**config.mk**
```make
export PLATFORM = sky130hd
export DESIGN_NAME = sliding_window_median
export DESIGN_NICKNAME = d
export VERILOG_FILES = /design/src/hw/rtl/swm_pkg.sv /design/src/hw/rtl/sliding_window_median.sv
export SDC_FILE = /design/constraint.sdc
export NUM_CORES = 1
export LEC_CHECK = 0
export ABC_AREA = 1
export BUFFER_PORTS_ARGS = -buffer_cell sky130_fd_sc_hd__clkbuf_2
export CELL_PAD_IN_SITES_DETAIL_PLACEMENT = 0
export CELL_PAD_IN_SITES_GLOBAL_PLACEMENT = 1
export CORE_AREA = 2 2 260 262
export CTS_BUF_LIST = sky130_fd_sc_hd__clkbuf_8 sky130_fd_sc_hd__clkbuf_16
export DETAILED_ROUTE_END_ITERATION = 10
export DIE_AREA = 0 0 262 264
export GPL_TIMING_DRIVEN = 0
export PLACE_DENSITY_LB_ADDON = 0.08
export SLEW_MARGIN = 20
export SYNTH_ARGS = -nofsm -noshare
export SYNTH_HDL_FRONTEND = slang
export SYNTH_SLANG_ARGS = --single-unit
```
**constraint.sdc**
```tcl
create_clock -name clk -period 4.2 [get_ports clk]
set_input_delay 0.21 -clock clk [delete_from_list [all_inputs] [get_ports clk]]
set_output_delay 0.21 -clock clk [all_outputs]
set_load 0.01 [all_outputs]
```
**src/hw/rtl/swm_pkg.sv**
```systemverilog
// ----------------------------------------------------------------------------
// swm_pkg
// Shared constants for the sliding window median of block timestamps.
// ----------------------------------------------------------------------------
`default_nettype none

package swm_pkg;

  localparam int WINDOW_DEF = 11;  // timestamps kept in the window
  localparam int TIME_W     = 32;  // timestamp width
  localparam int FILL_OUT_W = 4;   // width of the reported fill level

endpackage

`default_nettype wire

```
**src/hw/rtl/sliding_window_median.sv**
```systemverilog
// Flow: each accepted item makes one pass over the sorted store through its single
//   read port, one entry per cycle, skipped when the window is empty; in_stall holds
//   off the next item until the result is loaded into the output register, which
//   waits while out_stall holds the previous result.
// Reset: clears fill level, ring pointer, handshake and sequencer state; the
//   timestamp store is not cleared and needs no clearing pass.
// ----------------------------------------------------------------------------
// sliding_window_median
// Keeps the newest WINDOW block timestamps in a sorted memory, each tagged with
// its ring slot. Each new timestamp is merged in by one streaming pass that
// drops the expiring entry when full and reports the median of the updated window.
// ----------------------------------------------------------------------------
`default_nettype none

module sliding_window_median #(
  parameter int WINDOW = swm_pkg::WINDOW_DEF
) (
  input  logic                          clk,
  input  logic                          rst,
  input  logic                          in_valid,
  output logic                          in_stall,
  input  logic [swm_pkg::TIME_W-1:0]    block_time,
  output logic                          out_valid,
  input  logic                          out_stall,
  output logic [swm_pkg::TIME_W-1:0]    median_time,
  output logic [swm_pkg::FILL_OUT_W-1:0] window_fill
);
  import swm_pkg::*;

  localparam int SLOT_W = (WINDOW > 1) ? $clog2(WINDOW) : 1;
  localparam int FILL_W = $clog2(WINDOW + 1);

  typedef struct packed {
    logic [TIME_W-1:0] stamp;
    logic [SLOT_W-1:0] slot;
  } entry_t;

  typedef enum logic [1:0] {S_IDLE, S_READ, S_FLUSH} state_t;

  state_t            state;
  logic [FILL_W-1:0] fill;
  logic [SLOT_W-1:0] oldest;
  logic [FILL_W-1:0] rd_idx;
  logic              q_vld;
  logic [FILL_W-1:0] wr_idx;
  entry_t            carry;
  logic [TIME_W-1:0] med;

  entry_t            mem [WINDOW];
  entry_t            mem_q;
  logic              mem_we;
  logic [SLOT_W-1:0] mem_wa;
  entry_t            mem_wd;
  logic [SLOT_W-1:0] rd_addr;

  logic              full;
  logic [FILL_W-1:0] fill_next;
  logic [FILL_W-1:0] half;
  logic              issue;
  logic              drop;
  logic              take;
  logic              q_lower;
  entry_t            lo_ent;
  entry_t            hi_ent;
  logic              out_free;
  logic [TIME_W-1:0] med_fin;
  logic [SLOT_W-1:0] oldest_next;

  assign full      = (fill == FILL_W'(WINDOW));
  assign fill_next = full ? fill : fill + 1'b1;
  assign half      = fill_next >> 1;
  assign issue     = (state == S_READ) && (rd_idx < fill);
  assign rd_addr   = rd_idx[SLOT_W-1:0];

  // drop the entry whose ring slot is being overwritten
  assign drop    = q_vld && full && (mem_q.slot == oldest);
  assign take    = q_vld && !drop;
  assign q_lower = (mem_q.stamp < carry.stamp);
  assign lo_ent  = q_lower ? mem_q : carry;
  assign hi_ent  = q_lower ? carry : mem_q;

  assign out_free    = !out_valid || !out_stall;
  assign med_fin     = (wr_idx == half) ? carry.stamp : med;
  assign oldest_next = (oldest == SLOT_W'(WINDOW - 1)) ? '0 : oldest + 1'b1;

  // write index never passes the read index, so in-place merging is safe
  assign mem_we = take || ((state == S_FLUSH) && out_free);
  assign mem_wa = wr_idx[SLOT_W-1:0];
  assign mem_wd = (state == S_FLUSH) ? carry : lo_ent;

  assign in_stall = (state != S_IDLE);

  always_ff @(posedge clk) begin
    if (mem_we) begin
      mem[mem_wa] <= mem_wd;
    end
    mem_q <= mem[rd_addr];
  end

  always_ff @(posedge clk) begin
    if (rst) begin
      state     <= S_IDLE;
      fill      <= '0;
      oldest    <= '0;
      rd_idx    <= '0;
      wr_idx    <= '0;
      q_vld     <= 1'b0;
      out_valid <= 1'b0;
    end else begin
      q_vld <= issue;
      if (out_valid && !out_stall) begin
        out_valid <= 1'b0;
      end
      unique case (state)
        S_IDLE: begin
          if (in_valid) begin
            carry  <= '{stamp: block_time, slot: oldest};
            rd_idx <= '0;
            wr_idx <= '0;
            state  <= (fill == '0) ? S_FLUSH : S_READ;
          end
        end
        S_READ: begin
          if (issue) begin
            rd_idx <= rd_idx + 1'b1;
          end
          // emit the smaller, carry the larger
          if (take) begin
            carry  <= hi_ent;
            wr_idx <= wr_idx + 1'b1;
            if (wr_idx == half) begin
              med <= lo_ent.stamp;
            end
          end
          if (!issue && q_vld) begin
            state <= S_FLUSH;
          end
        end
        S_FLUSH: begin
          // hold until the output register is free
          if (out_free) begin
            median_time <= med_fin;
            window_fill <= FILL_OUT_W'(fill_next);
            out_valid   <= 1'b1;
            fill        <= fill_next;
            oldest      <= oldest_next;
            state       <= S_IDLE;
          end
        end
        default: begin
          state <= S_IDLE;
        end
      endcase
    end
  end

`ifndef SYNTH
  a_fill_bound: assert property (@(posedge clk) disable iff (rst)
    fill <= FILL_W'(WINDOW))
    else $error("fill level above window size");

  a_slot_bound: assert property (@(posedge clk) disable iff (rst)
    oldest <= SLOT_W'(WINDOW - 1))
    else $error("ring pointer out of range");

  a_wr_behind_rd: assert property (@(posedge clk) disable iff (rst)
    take |-> (wr_idx < rd_idx))
    else $error("merge write overtook read");

  a_flush_count: assert property (@(posedge clk) disable iff (rst)
    (state == S_FLUSH && out_free) |-> (wr_idx == fill_next - 1'b1))
    else $error("merged entry count mismatch");

  a_one_result: assert property (@(posedge clk) disable iff (rst)
    (state == S_FLUSH && out_free) |=> (out_valid && state == S_IDLE))
    else $error("result not presented after merge");
`endif

endmodule

`default_nettype wire

```
==> Word-level counts from Yosys, hierarchy flattened <==
Memory sizes are Yosys's and may differ from the RTL's. A register that Yosys moved wholly into a read port is not among the register bits.
Index checks and enable logic that the tools add are counted.
{ "word_totals": {"input_bits": 36, "register_bits": 124, "ram_bits": 396, "memories": 1} }
{ "memory_table": {"columns": ["memory", "words", "width", "read_ports", "rd_clocked_by_memory_dff", "write_ports", "line_no", "rtl"], "rows": [
  ["mem", 11, 36, 1, 1, 1, "sliding_window_median.sv:49", "entry_t mem [WINDOW];"]
]} }
{ "op_classes": {"eq_ne": 12, "mux": 24, "bitwise": 1, "add_sub_neg": 4, "reduce_logical": 24, "n_lt_le_gt_ge": 2} }
{ "op_table": {"columns": ["operator", "count"], "rows": [
  ["2-to-1 mux 36 bit", 5],
  ["case mux 36 bit (2 select lines)", 1],
  ["< comparator 32 bit", 1],
  ["2-to-1 mux 32 bit", 1],
  ["2-to-1 mux 4 bit", 5],
  ["adder 4 x 1 -> 4 bit (second input constant)", 4],
  ["case mux 4 bit (2 select lines)", 2],
  ["AND reduction 3 bit", 4],
  ["!= test 2 bit (second input constant)", 5],
  ["equality test 4 bit (second input constant)", 2],
  ["2-to-1 mux 2 bit", 4],
  ["logical AND 1 bit", 7],
  ["case mux 2 bit (3 select lines)", 1],
  ["2-to-1 mux 1 bit", 5],
  ["AND reduction 5 bit", 1],
  ["equality test 4 x 3 -> 1 bit", 1],
  ["equality test 4 bit", 1],
  ["logical NOT 1 bit", 4],
  ["logical NOT 4 bit", 1],
  ["< comparator 4 bit", 1],
  ["AND reduction 4 bit", 1],
  ["nonzero test 2 bit", 2],
  ["equality test 2 x 1 -> 1 bit (second input constant)", 1],
  ["equality test 2 bit (second input constant)", 1],
  ["5 further kinds", 6]
]} }

==> Depth between registers and ports, before layout <==
Gate-level depths: netlist (run 1).
{ "logic_depth": {"ltp_word": 8, "ltp_mapped": 16, "depth_no_buf": 15} }

==> Worst setup path after synthesis (run 1) <==
No wires, ideal clock.
{ "synth_path": {"path_kind": "reg2reg", "from": "reg fill[0]", "to": "reg med[0], enable pin", "n_path_buf": 1, "required_time_ps": 3739, "synth_period_minus_slack_ps": 4073, "setup_ps": 461, "slack_ps": 127, "stages_incl_launch_ff": 9, "arrival_ps": 3612, "path_cell_list": "dfxtp_1 ha_1 nand3_2 nand2_1 o21ai_2 a21oi_1 o2111ai_2 clkbuf_1 nor3_1"} }
{ "synth_via": {"elab_cells_between_ends": 9, "cone_classes": "1 x add/sub; 2 x eq/ne; 1 x mux; 5 x reduce/logical"} }
{ "synth_lines": {"columns": ["element", "line_no", "rtl"], "rows": [
  ["start, declared", "sliding_window_median.sv:41", "logic [FILL_W-1:0] fill;"],
  ["start signal, assigned", "sliding_window_median.sv:145", "fill <= fill_next;"],
  ["adder 4 x 1 -> 4 bit / equality test 4 bit (equally long branches)", "sliding_window_median.sv:70, sliding_window_median.sv:69", null],
  ["2-to-1 mux 4 bit (*)", "sliding_window_median.sv:70", "assign fill_next = full ? fill : fill + 1'b1;"],
  ["via fill_next[1]", "sliding_window_median.sv:57", "logic [FILL_W-1:0] fill_next;"],
  ["equality test 4 x 3 -> 1 bit (*)", "sliding_window_median.sv:131", "if (wr_idx == half) begin"],
  ["AND reduction 4 bit (no source line) (*)", null, null],
  ["end signal, assigned", "sliding_window_median.sv:132", "med <= lo_ent.stamp;"],
  ["end, declared", "sliding_window_median.sv:47", "logic [TIME_W-1:0] med;"]
]} }
The timed path passes the listed nets; every way through them passes the cells marked *.
A chain may end at the register's enable or synchronous reset.

==> Worst setup path after layout (run 1) <==
{ "layout_path": {"from": "reg fill[0]", "to": "reg med[6], enable pin"} }
The elaborated chain is that of the path after synthesis.

==> results of run 1 <==
## final timing paths
kind | endpoint | slack, ns
setup / recovery | med[6] | 0.78
hold / removal | state[0] | 0.08
setup reg to reg | med[6] | 0.78
hold reg to reg | mem_q[3] | 0.49
## worst register-to-register path, cell delays in order, from the launching register on
cell and delay, ns:
dfxtp_1 0.43, ha_1 0.26, nand3_2 0.15, nand2_1 0.10, o21ai_2 0.10, a21oi_1 0.17
o2111ai_2 0.17, clkbuf_1 0.31, nor3_2 0.58, buf_4 0.29, buf_4 0.19, buf_4 0.17
buf_4 0.19
## sequential cells by signal, indices dropped and copies added, names as in the netlist, 32 cells and up
| name | flops |
|---|---|
| median_time | 32 |
| mem_q | 36 |
| carry | 36 |
| med | 32 |
| mem | 396 |
## per-stage QoR
step                area [sq um]  hold slack, ns
finish                     27300          0.0796
global placement           24500           0.470
CTS                        27300          0.0484
detailed placement         25100           0.474
floorplan                  23000           0.376
global route               27300           0.120
## cells in the final DEF, fill, tap and decap left out, types with 3 or more instances in the layout
cell           count
nand4_1           34
xor2_1             4
o211ai_1          37
buf_4             24
clkinv_2          15
buf_16            10
clkbuf_2          73
inv_2              7
dlygate4sd3_1     35
edfxtp_1         500
a21oi_1           34
o221ai_1          31
ha_1              41
clkbuf_8          10
nor3_2             4
buf_2             34
clkbuf_16         59
o21ai_2           25
nand3_1           44
a32oi_1            5
o21a_1             3
nor3_1             7
o21ai_0          253
buf_6              9
dfxtp_1           56
nor2_4             9
clkinv_1           7
inv_1            153
o21ai_1           47
nor2_1           180
clkbuf_1          66
buf_12             7
o22ai_1           41
or2_2              5
nand2_1          294
## layout make-up
class	instances	area [sq um]
clock buffers	69	1610
flip-flops and latches	556	16100
well taps	873	1090
fillers	6417	39300
plain buffers	114	546
repair buffers	146	1290
clock inverters	43	229
inverters	144	541
multi-input cells	1112	5860
## report_power, final
group          switching, mW  leakage (nW)  internal, mW
registers              0.308          4.97          8.15
clock network           2.21         0.988          2.74
logic                   5.87          3.97          1.94
## cells by family (layout without fill, tap and decap cells)
kind of cell | Yosys count | in the layout | synth area share
buffers and inverters | 258 | 516 | 0.0472
DFF | 556 | 556 | 0.702
AOI/OAI and AO/OA | 483 | 483 | 0.123
adders and majority gates | 41 | 41 | 0.0223
xor gates and xnor gates | 6 | 6 | 0.00261
and+or+nand+nor | 582 | 582 | 0.103
## what timing repair did
action / CTS / global route
endpoints found under the hold margin: 38 / 0
hold buffers: 35 / 0
endpoints found under the setup margin: 0 / 0
## per-layer routing
layer,wire (microns),vias up
met5,0,-
met4,1890,0
met3,3890,112
met2,31500,412
met1,31600,7628
li1,-,7338
==> run_results.csv, run 1 <==
group,metric,value,unit
floorplanning,die_w,262,microns
synthesis,syn_inst,1926,
sta,rsz0062_at_grt,"false",
place,hpwl,49600,microns
sta,setup_violations,0,
clock_network,path_clk_slew,0.06,ns
global_route,grt_use_met1,0.283,
global_route,grt.busiest_layer,"met2",
worst_setup_path,crit_fanout,10,
floorplanning,coreArea,0.0666,sq mm
hold_path,worstHoldPathCells,6,
floorplanning,die_h,264,microns
synthesis,avgSynthCellArea,11.9,sq um
worst_setup_path,critPathLaunch,"fill[0]",
hold_path,hp-class,"input port to register",
clock_network,clk_latency,0.64,ns
worst_setup_path,crit_chain,"ha_1 -> nand3_2 -> nand2_1 -> o21ai_2 -> a21oi_1 -> o2111ai_2 -> clkbuf_1 -> nor3_2 -> buf_4 -> buf_4 -> buf_4 -> buf_4",
synthesis,syn_area,0.0230,sq mm
sta,final.setup.worst_slack,0.783,ns
clock_network,cts_resized,0,
synthesis,synth_top_area_share,0.653,
synthesis,ys_warn_count,0,
route,wl_per_cell,22.5,microns
global_route,grt_max_degree,37,
place,numPlacedInstances,2910,
synthesis,synth_seq_area_share,0.702,
global_route,grt_pass1_vias,15200,
synthesis,yosysTopAreaCell,"edfxtp_1",
pwr,fin_total_pwr,21.2,mW
worst_setup_path,r2r_cells,12,
floorplanning,dieArea,0.0692,sq mm
hold_path,hp-start,"in_valid",
worst_setup_path,crit_buf_inv,5,
pwr,pwr_density_cell,777,mW/mm^2
sta,finalCritPeriodShare,0.814,
clock_network,cts_tree,"yes",
floorplanning,start_util,0.345,
floorplanning,num_io_pins,74,
clock_network,cts_buffers,59,
sta,finalCriticalPeriod,3.42,ns
sta,skew,0.0186,ns
place,port_buffers,73,
worst_setup_path,cp.depth,12,
route,via_per_inst,5.07,
pwr,power_leakage,9.93,nW
synthesis,synth_edf_count,500,
sta,finalHoldViolCount,0,
synthesis,syn_nets,2003,
floorplanning,fp-row-count,95,
route,drc,0,
route,antenna_left,0,
route,dr.pass1.iters,5,
worst_setup_path,crit_required,4.53,ns
global_route,grt.total_usage,0.200,
synthesis,ys.flop_type,"edfxtp_1",
final_layout,final_util,0.410,
synthesis,synthDistinctLibCells,38,
final_layout,antenna_cells,0,
worst_setup_path,cp-end-kind,"register",
pwr,vdd_ir_drop_max,0.362,mV
worst_setup_path,critPathLaunchType,"register",
worst_setup_path,worst_path_most_repeated_cell,"buf_4",
final_layout,final_cells,3057,
synthesis,netlist_top_cells_count,"edfxtp_1 (500), nand2_1 (294), o21ai_0 (257)",
job,maxCapViolations,0,
clock_network,clock_path_buffers,3,
place,dpl_worst_slack,0.757,ns
clock_network,htreeDepth,2,
clock_network,post_cts_buffers,0,
global_route,use_met3,0.0307,
worst_setup_path,critPathSlowestCell,"nor3_2",
worst_setup_path,crit_family,"buffers and inverters",
worst_setup_path,r2r_start,"fill[0]",
clock_network,cts_sinks,556,
synthesis,yosysMostFrequentCell,"edfxtp_1",
global_route,grt_first_pass_wirelength,101000,microns
worst_setup_path,cp_slowest_stage_delay,0.58,ns
worst_setup_path,path_class,"register to register",
final_layout,area_delta_synth_final,18.8,%
worst_setup_path,cp.arrival,3.75,ns
final_layout,drive_above_1_share,0.139,
clock_network,cts_root_buffer,"clkbuf_16",
global_route,antenna_found_initial,0,
route,dr_total_vias,15500,
route,wirelength,68900,microns
sta,worst_slew_pin_slew,1.10,ns
global_route,met2_usage,0.318,
synthesis,ys_ff_latch,556,
route,drtIter0Drc,1157,
sta,tns,0,ns
sta,max_slew_margin,0.260,
outcome,status,"completed",
sta,timing.fmax,293,MHz
final_layout,layout.nets,2210,
global_route,grt_remaining_overflow,0,
place,place_congestion,0.788,
sta,slew_violations,0,
synthesis,synthTopCellsByArea,"edfxtp_1 (65%), o21ai_0 (5.6%), dfxtp_1 (4.9%)",
synthesis,async_flop_share,0,
(Power assumes the default switching activity.)
==> run 2, diff against run 1 <==
ABC_AREA = 0   (was 1)
CORE_AREA = 2 2 258 260   (was 2 2 260 262)
DIE_AREA = 0 0 260 262   (was 0 0 262 264)
clock period = 2.8 ns   (was 4.2 ns; I/O delays follow)
==> run 2 against run 1 <==
Compared with the run above: the run now ends with setup timing left; worst setup slack got worse by 1.1 ns; critical path depth did not move; power rose by 48%; combinational power rose by 40%; global-route usage fell by 0.69 points; final cell count fell by 20%; highest routed layer unchanged.
==> run_results.csv, run 2 <==
group,metric,value,unit
outcome,status,"finished with violations",
outcome,violations,"setup timing",
job,maxCapViolations,0,
route,drc,0,
final_layout,fillers,5777,
clock_network,clk_latency,0.63,ns
global_route,grt_remaining_overflow,0,
clock_network,cts_root_buffer,"clkbuf_16",
route,drtIter0Drc,897,
synthesis,synth_seq_area_share,0.714,
place,place_congestion,0.724,
global_route,grt_pass1_vias,12900,
route,wl_per_cell,26.6,microns
worst_setup_path,cp.arrival,3.43,ns
sta,max_slew_margin,0.268,
sta,finalHoldViolCount,0,
final_layout,antenna_cells,0,
place,placed_area,0.0245,sq mm
sta,setup_violations,455,
synthesis,ys_ff_latch,556,
clock_network,htreeDepth,2,
worst_setup_path,path_class,"register to register",
pwr,switching_share,0.300,
sta,tns,-56.50,ns
clock_network,clock_path_buffers,3,
route,wirelength,64600,microns
sta,rsz0062_at_grt,"true",
final_layout,layout.nets,1592,
route,antenna_left,0,
synthesis,async_flop_share,0,
sta,fin_hold_ws,0.0660,ns
sta,slew_violations,0,
floorplanning,fp-row-count,94,
synthesis,synth_top_area_share,0.665,
place,port_buffers,72,
sta,timing.fmax,324,MHz
synthesis,syn_area,0.0226,sq mm
floorplanning,start_util,0.346,
synthesis,synthDistinctLibCells,47,
global_route,antenna_found_initial,1,
global_route,grt.total_usage,0.193,
clock_network,path_clk_slew,0.06,ns
sta,finalCritPeriodShare,1.10,
synthesis,yosysMostFrequentCell,"edfxtp_1",
synthesis,synthTopCellsByArea,"edfxtp_1 (66%), mux4_2 (11%), mux2_2 (5.3%)",
route,dr_total_vias,12400,
worst_setup_path,critPathLaunchType,"register",
hold_path,worstHoldPathCells,2,
floorplanning,die_w,260,microns
final_layout,drive_above_1_share,0.398,
route,via_per_inst,5.11,
clock_network,cts_sinks,556,
sta,worst_slew_pin_slew,1.10,ns
final_layout,reg_top3,"mem: 396 flops, carry: 36 flops, mem_q: 36 flops",
synthesis,synth_edf_count,500,
pwr,vdd_ir_drop_max,0.583,mV
final_layout,regMostFlops,"mem",
worst_setup_path,cp-end-kind,"register",
floorplanning,dieArea,0.0681,sq mm
clock_network,cts_buffers,60,
pwr,p_seq_frac,0.387,
sta,skew,0.0235,ns
global_route,grt_first_pass_wirelength,92700,microns
sta,final.setup.worst_slack,-0.282,ns
pwr,combinationalPowerShare,0.347,
final_layout,multi_input_area,0.00694,sq mm
floorplanning,coreArea,0.0653,sq mm
route,dr.pass1.iters,5,
final_layout,final_common_cell,"edfxtp_1",
synthesis,syn_nets,1293,
worst_setup_path,r2r_cells,12,
pwr,fin_total_pwr,31.4,mW
pwr,power_leakage,10.2,nW
place,hpwl,35400,microns
pwr,pwr_density_cell,1090,mW/mm^2
synthesis,yosysTopAreaCell,"edfxtp_1",
synthesis,ys_warn_count,0,
place,dpl_worst_slack,-1.30,ns
global_route,grt_max_degree,31,
floorplanning,die_h,262,microns
sta,finalCriticalPeriod,3.08,ns
worst_setup_path,crit_fanout,6,
synthesis,avgSynthCellArea,18.6,sq um
pwr,internal_power,22.0,mW
worst_setup_path,crit_required,3.15,ns
synthesis,netlist_top_cells_count,"edfxtp_1 (500), nand2_1 (129), mux4_2 (108)",
synthesis,ys.flop_type,"edfxtp_1",
floorplanning,num_io_pins,74,
pwr,p_sw,9.43,mW
hold_path,hp-class,"input port to register",
final_layout,postLayoutCellArea,0.0288,sq mm
pwr,pwr-share-clk,0.266,
final_layout,largest_register_ffs,396,
final_layout,final_cell_mix,"edfxtp_1 (500), nand2_1 (129), mux4_2 (108)",
final_layout,area_delta_synth_final,27.6,%
synthesis,syn_inst,1216,
final_layout,seqCellArea,0.0161,sq mm
clock_network,cts_tree,"yes",
## run 2: cell types whose count changed after synthesis, sizes merged, moves of 102 or more
| cell | previous run | this run |
|---|---|---|
| nor2 | 190 | 19 |
| nand2 | 296 | 129 |
| mux2 | 0 | 136 |
| mux4 | 0 | 108 |
| inv | 143 | 41 |
| o21ai | 325 | 14 |
## run 2: cell families (layout without fill, tap and decap cells)
family / Yosys count / in the layout / share of synthesized area
xor+xnor: 13 / 13 / 0.00504
mux: 248 / 284 / 0.183
simple gates: 204 / 205 / 0.0409
compound gates: 61 / 61 / 0.0159
buf+inv: 93 / 407 / 0.0187
flops: 556 / 556 / 0.714
fa+ha+maj: 41 / 41 / 0.0227
## run 2: layout make-up
cell class / count / share of cell area
buffer: 52 / 0.0135
clock buffer: 65 / 0.0549
clock inverter: 49 / 0.0177
inverter: 41 / 0.00534
multi-input combinational: 604 / 0.241
sequential: 556 / 0.560
tap: 864 / 0.0375
timing repair buffer: 200 / 0.0700
## run 2: through the flow
stage | utilization | std cells
floorplan | - | 1216
detailed placement | 0.376 | 2172
finish | 0.442 | 2431
CTS | 0.442 | 2434
global placement | 0.370 | 2152
global route | 0.442 | 2431
## run 2: critical path, cell delays in order (launching register included)
cell and delay, ns:
edfxtp_1 0.45, inv_1 0.07, ha_1 0.27, nand4_1 0.09
buf_6 0.15, or4b_4 0.58, a21oi_4 0.25, nor3_4 0.07
buf_6 0.14, buf_12 0.14, buf_12 0.15, buf_12 0.13
mux2_4 0.33
## run 2: power by group through the flow
stage	combinational [mW]	clock (mW)	sequential, mW
after CTS	11.3	8.59	12.2
after floorplan	4.91	0	12.1
after detailed placement	7.40	0	12.2
after global routing	11.7	8.88	12.3
final	10.9	8.35	12.2
after global placement	7.15	0	12.3
## run 2: metal layers
layer  track usage  vias to the layer above  part of all wire
met5             0                        -                 0
met4        0.0447                        0             0.019
met3        0.0335                       82             0.046
met2         0.332                      280              0.50
met1         0.255                     6583              0.43
li1              -                     5466                 -
## run 2: worst paths after layout
kind | to | startpoint | slack, ns
setup / recovery | mem[0][34] | carry[32] | -0.28
hold / removal | oldest[3] | rst | 0.07
setup reg to reg | mem[0][34] | carry[32] | -0.28
hold reg to reg | median_time[18] | med[18] | 0.54
## run 2: repair_timing
action                                  CTS  global route
pin swaps                                22             5
buffers inserted                         70             9
resized for setup                       154            27
cloned                                   48             1
hold buffers                             33             0
endpoints found under the setup margin  943           680
endpoints found under the hold margin    35             0
==> run 3, diff against run 2 <==
CTS_BUF_LIST = sky130_fd_sc_hd__clkbuf_8   (was sky130_fd_sc_hd__clkbuf_8 sky130_fd_sc_hd__clkbuf_16)
==> run 3 against run 2 <==
Compared with the run above: the flow still finishes with violations (setup timing); critical path depth down 1; sequential power about the same; worst setup slack better by 0.13 ns; power down 3.7%; critical endpoint is now mem[0][20].
==> run_results.csv, run 3 (synthesis results as in run 2) <==
group,metric,value,unit
clock_network,cts_tree,"yes",
clock_network,htreeDepth,3,
sta,finalCriticalPeriod,2.96,ns
pwr,power_leakage,10.2,nW
worst_setup_path,cp.arrival,3.37,ns
sta,worst_slew_pin_slew,1.07,ns
outcome,status,"finished with violations",
final_layout,regMostFlops,"mem",
place,placed_area,0.0245,sq mm
clock_network,clock_path_buffers,3,
worst_setup_path,r2r_start,"carry[32]",
floorplanning,die_w,260,microns
pwr,vdd_ir_drop_max,0.469,mV
sta,timing.fmax,338,MHz
pwr,pwr_density_cell,1060,mW/mm^2
final_layout,final_common_cell,"edfxtp_1",
global_route,grt_max_degree,31,
final_layout,postLayoutCellArea,0.0285,sq mm
sta,rsz0062_at_grt,"true",
hold_path,hp-class,"input port to register",
route,via_per_inst,4.99,
floorplanning,fp-row-count,94,
final_layout,fillers,5899,
sta,finalCritPeriodShare,1.06,
floorplanning,dieArea,0.0681,sq mm
sta,skew,0.0378,ns
sta,final.setup.worst_slack,-0.156,ns
place,dpl_worst_slack,-1.30,ns
hold_path,hp-start,"block_time[5]",
sta,setup_violations,389,
route,wirelength,64400,microns
clock_network,cts_buffers,99,
worst_setup_path,crit_required,3.21,ns
final_layout,final_cells,2505,
place,port_buffers,72,
sta,max_slew_margin,0.290,
worst_setup_path,rrSetupSlack,-0.16,ns
clock_network,cts_root_buffer,"clkbuf_8",
final_layout,drive_above_1_share,0.407,
route,antenna_left,0,
route,wl_per_cell,25.7,microns
outcome,violations,"setup timing",
sta,finalHoldViolCount,0,
final_layout,largest_register_ffs,396,
floorplanning,start_util,0.346,
global_route,grt_remaining_overflow,0,
place,numPlacedInstances,2172,
job,maxCapViolations,0,
floorplanning,num_io_pins,74,
place,place_congestion,0.724,
floorplanning,coreArea,0.0653,sq mm
route,dr.pass1.iters,5,
place,hpwl,35400,microns
worst_setup_path,worstReg2RegEnd,"mem[0][20]",
route,drc,0,
sta,fin_hold_ws,0.261,ns
worst_setup_path,r2r_cells,11,
final_layout,final_cell_mix,"edfxtp_1 (500), nand2_1 (129), clkbuf_8 (119)",
final_layout,layout.nets,1633,
clock_network,cts_sinks,556,
sta,slew_violations,0,
final_layout,area_delta_synth_final,26.3,%
global_route,antenna_found_initial,2,
worst_setup_path,critPathLaunchType,"register",
final_layout,reg_top3,"mem: 396 flops, carry: 36 flops, mem_q: 36 flops",
worst_setup_path,crit_fanout,7,
route,drtIter0Drc,893,
clock_network,clk_latency,0.69,ns
worst_setup_path,cp-end-kind,"register",
hold_path,min_to,"carry[9]",
floorplanning,die_h,262,microns
hold_path,worstHoldPathCells,4,
clock_network,path_clk_slew,0.06,ns
global_route,grt_first_pass_wirelength,90900,microns
global_route,grt.total_usage,0.189,
worst_setup_path,path_class,"register to register",
route,dr_total_vias,12500,
global_route,grt_pass1_vias,13100,
run 3: layer usage:
metal | global-route usage | part of all wire | vias to the layer above
li1 | - | - | 5558
met1 | 0.245 | 0.44 | 6575
met2 | 0.322 | 0.50 | 281
met3 | 0.0329 | 0.041 | 96
met4 | 0.0613 | 0.022 | 0
met5 | 0 | 0 | -
run 3: power by group:
part | internal, mW | switching, mW
clock | 4.03 | 3.42
combinational | 5.22 | 5.39
sequential | 11.5 | 0.644
total | 20.8 | 9.45
run 3: cell type report:
class                   instances  area, sq um  area share
well taps                     864         1080      0.0379
multi-input cells             603         6920       0.242
repair buffers                204         1910      0.0668
clock inverters                66          330      0.0116
inverters                      41          154     0.00539
plain buffers                  51          367      0.0128
diodes                          1         2.50   0.0000877
flip-flops and latches        556        16100       0.566
clock buffers                 119         1640      0.0574
run 3: worst max path at each step:
stage | startpoint | endpoint | slack (ns) | cells past startpoint
3_3_place_gp | carry[31] | carry[19] | -2.60 | 9
5_1_grt | carry[32] | carry[22] | -0.25 | 11
4_1_cts | fill[0] | med[4] | -0.25 | 10
2_1_floorplan | carry[35] | carry[0] | -0.36 | 8
6_report | carry[32] | mem[0][20] | -0.16 | 11
3_5_place_dp | carry[19] | mem[4][25] | -1.30 | 9
run 3: through the flow:
stage	util	total power [mW]	TNS (ns)
floorplan	-	17.0	-30.10
global placement	0.370	19.4	-1382.26
detailed placement	0.376	19.6	-630.05
CTS	0.431	30.1	-39.45
global route	0.437	31.6	-68.12
finish	0.437	30.2	-28.55
run 3: what timing repair did:
item / in CTS / in global routing
endpoints found under the hold margin: 39 / 0
cloned: 36 / 10
setup buffers: 43 / 29
hold buffers: 36 / 0
setup endpoints to repair: 911 / 733
pin swaps: 11 / 7
gates resized for setup: 111 / 51
run 3: worst max-delay path, cell delays in order, from the launching register on:
cell and delay [ns]:
edfxtp_1 0.43, inv_1 0.06, ha_1 0.28, nand4_1 0.09, buf_6 0.15, or4b_4 0.54
a21oi_4 0.24, nor3_4 0.09, buf_12 0.17, buf_12 0.13, buf_16 0.14, mux2_4 0.35
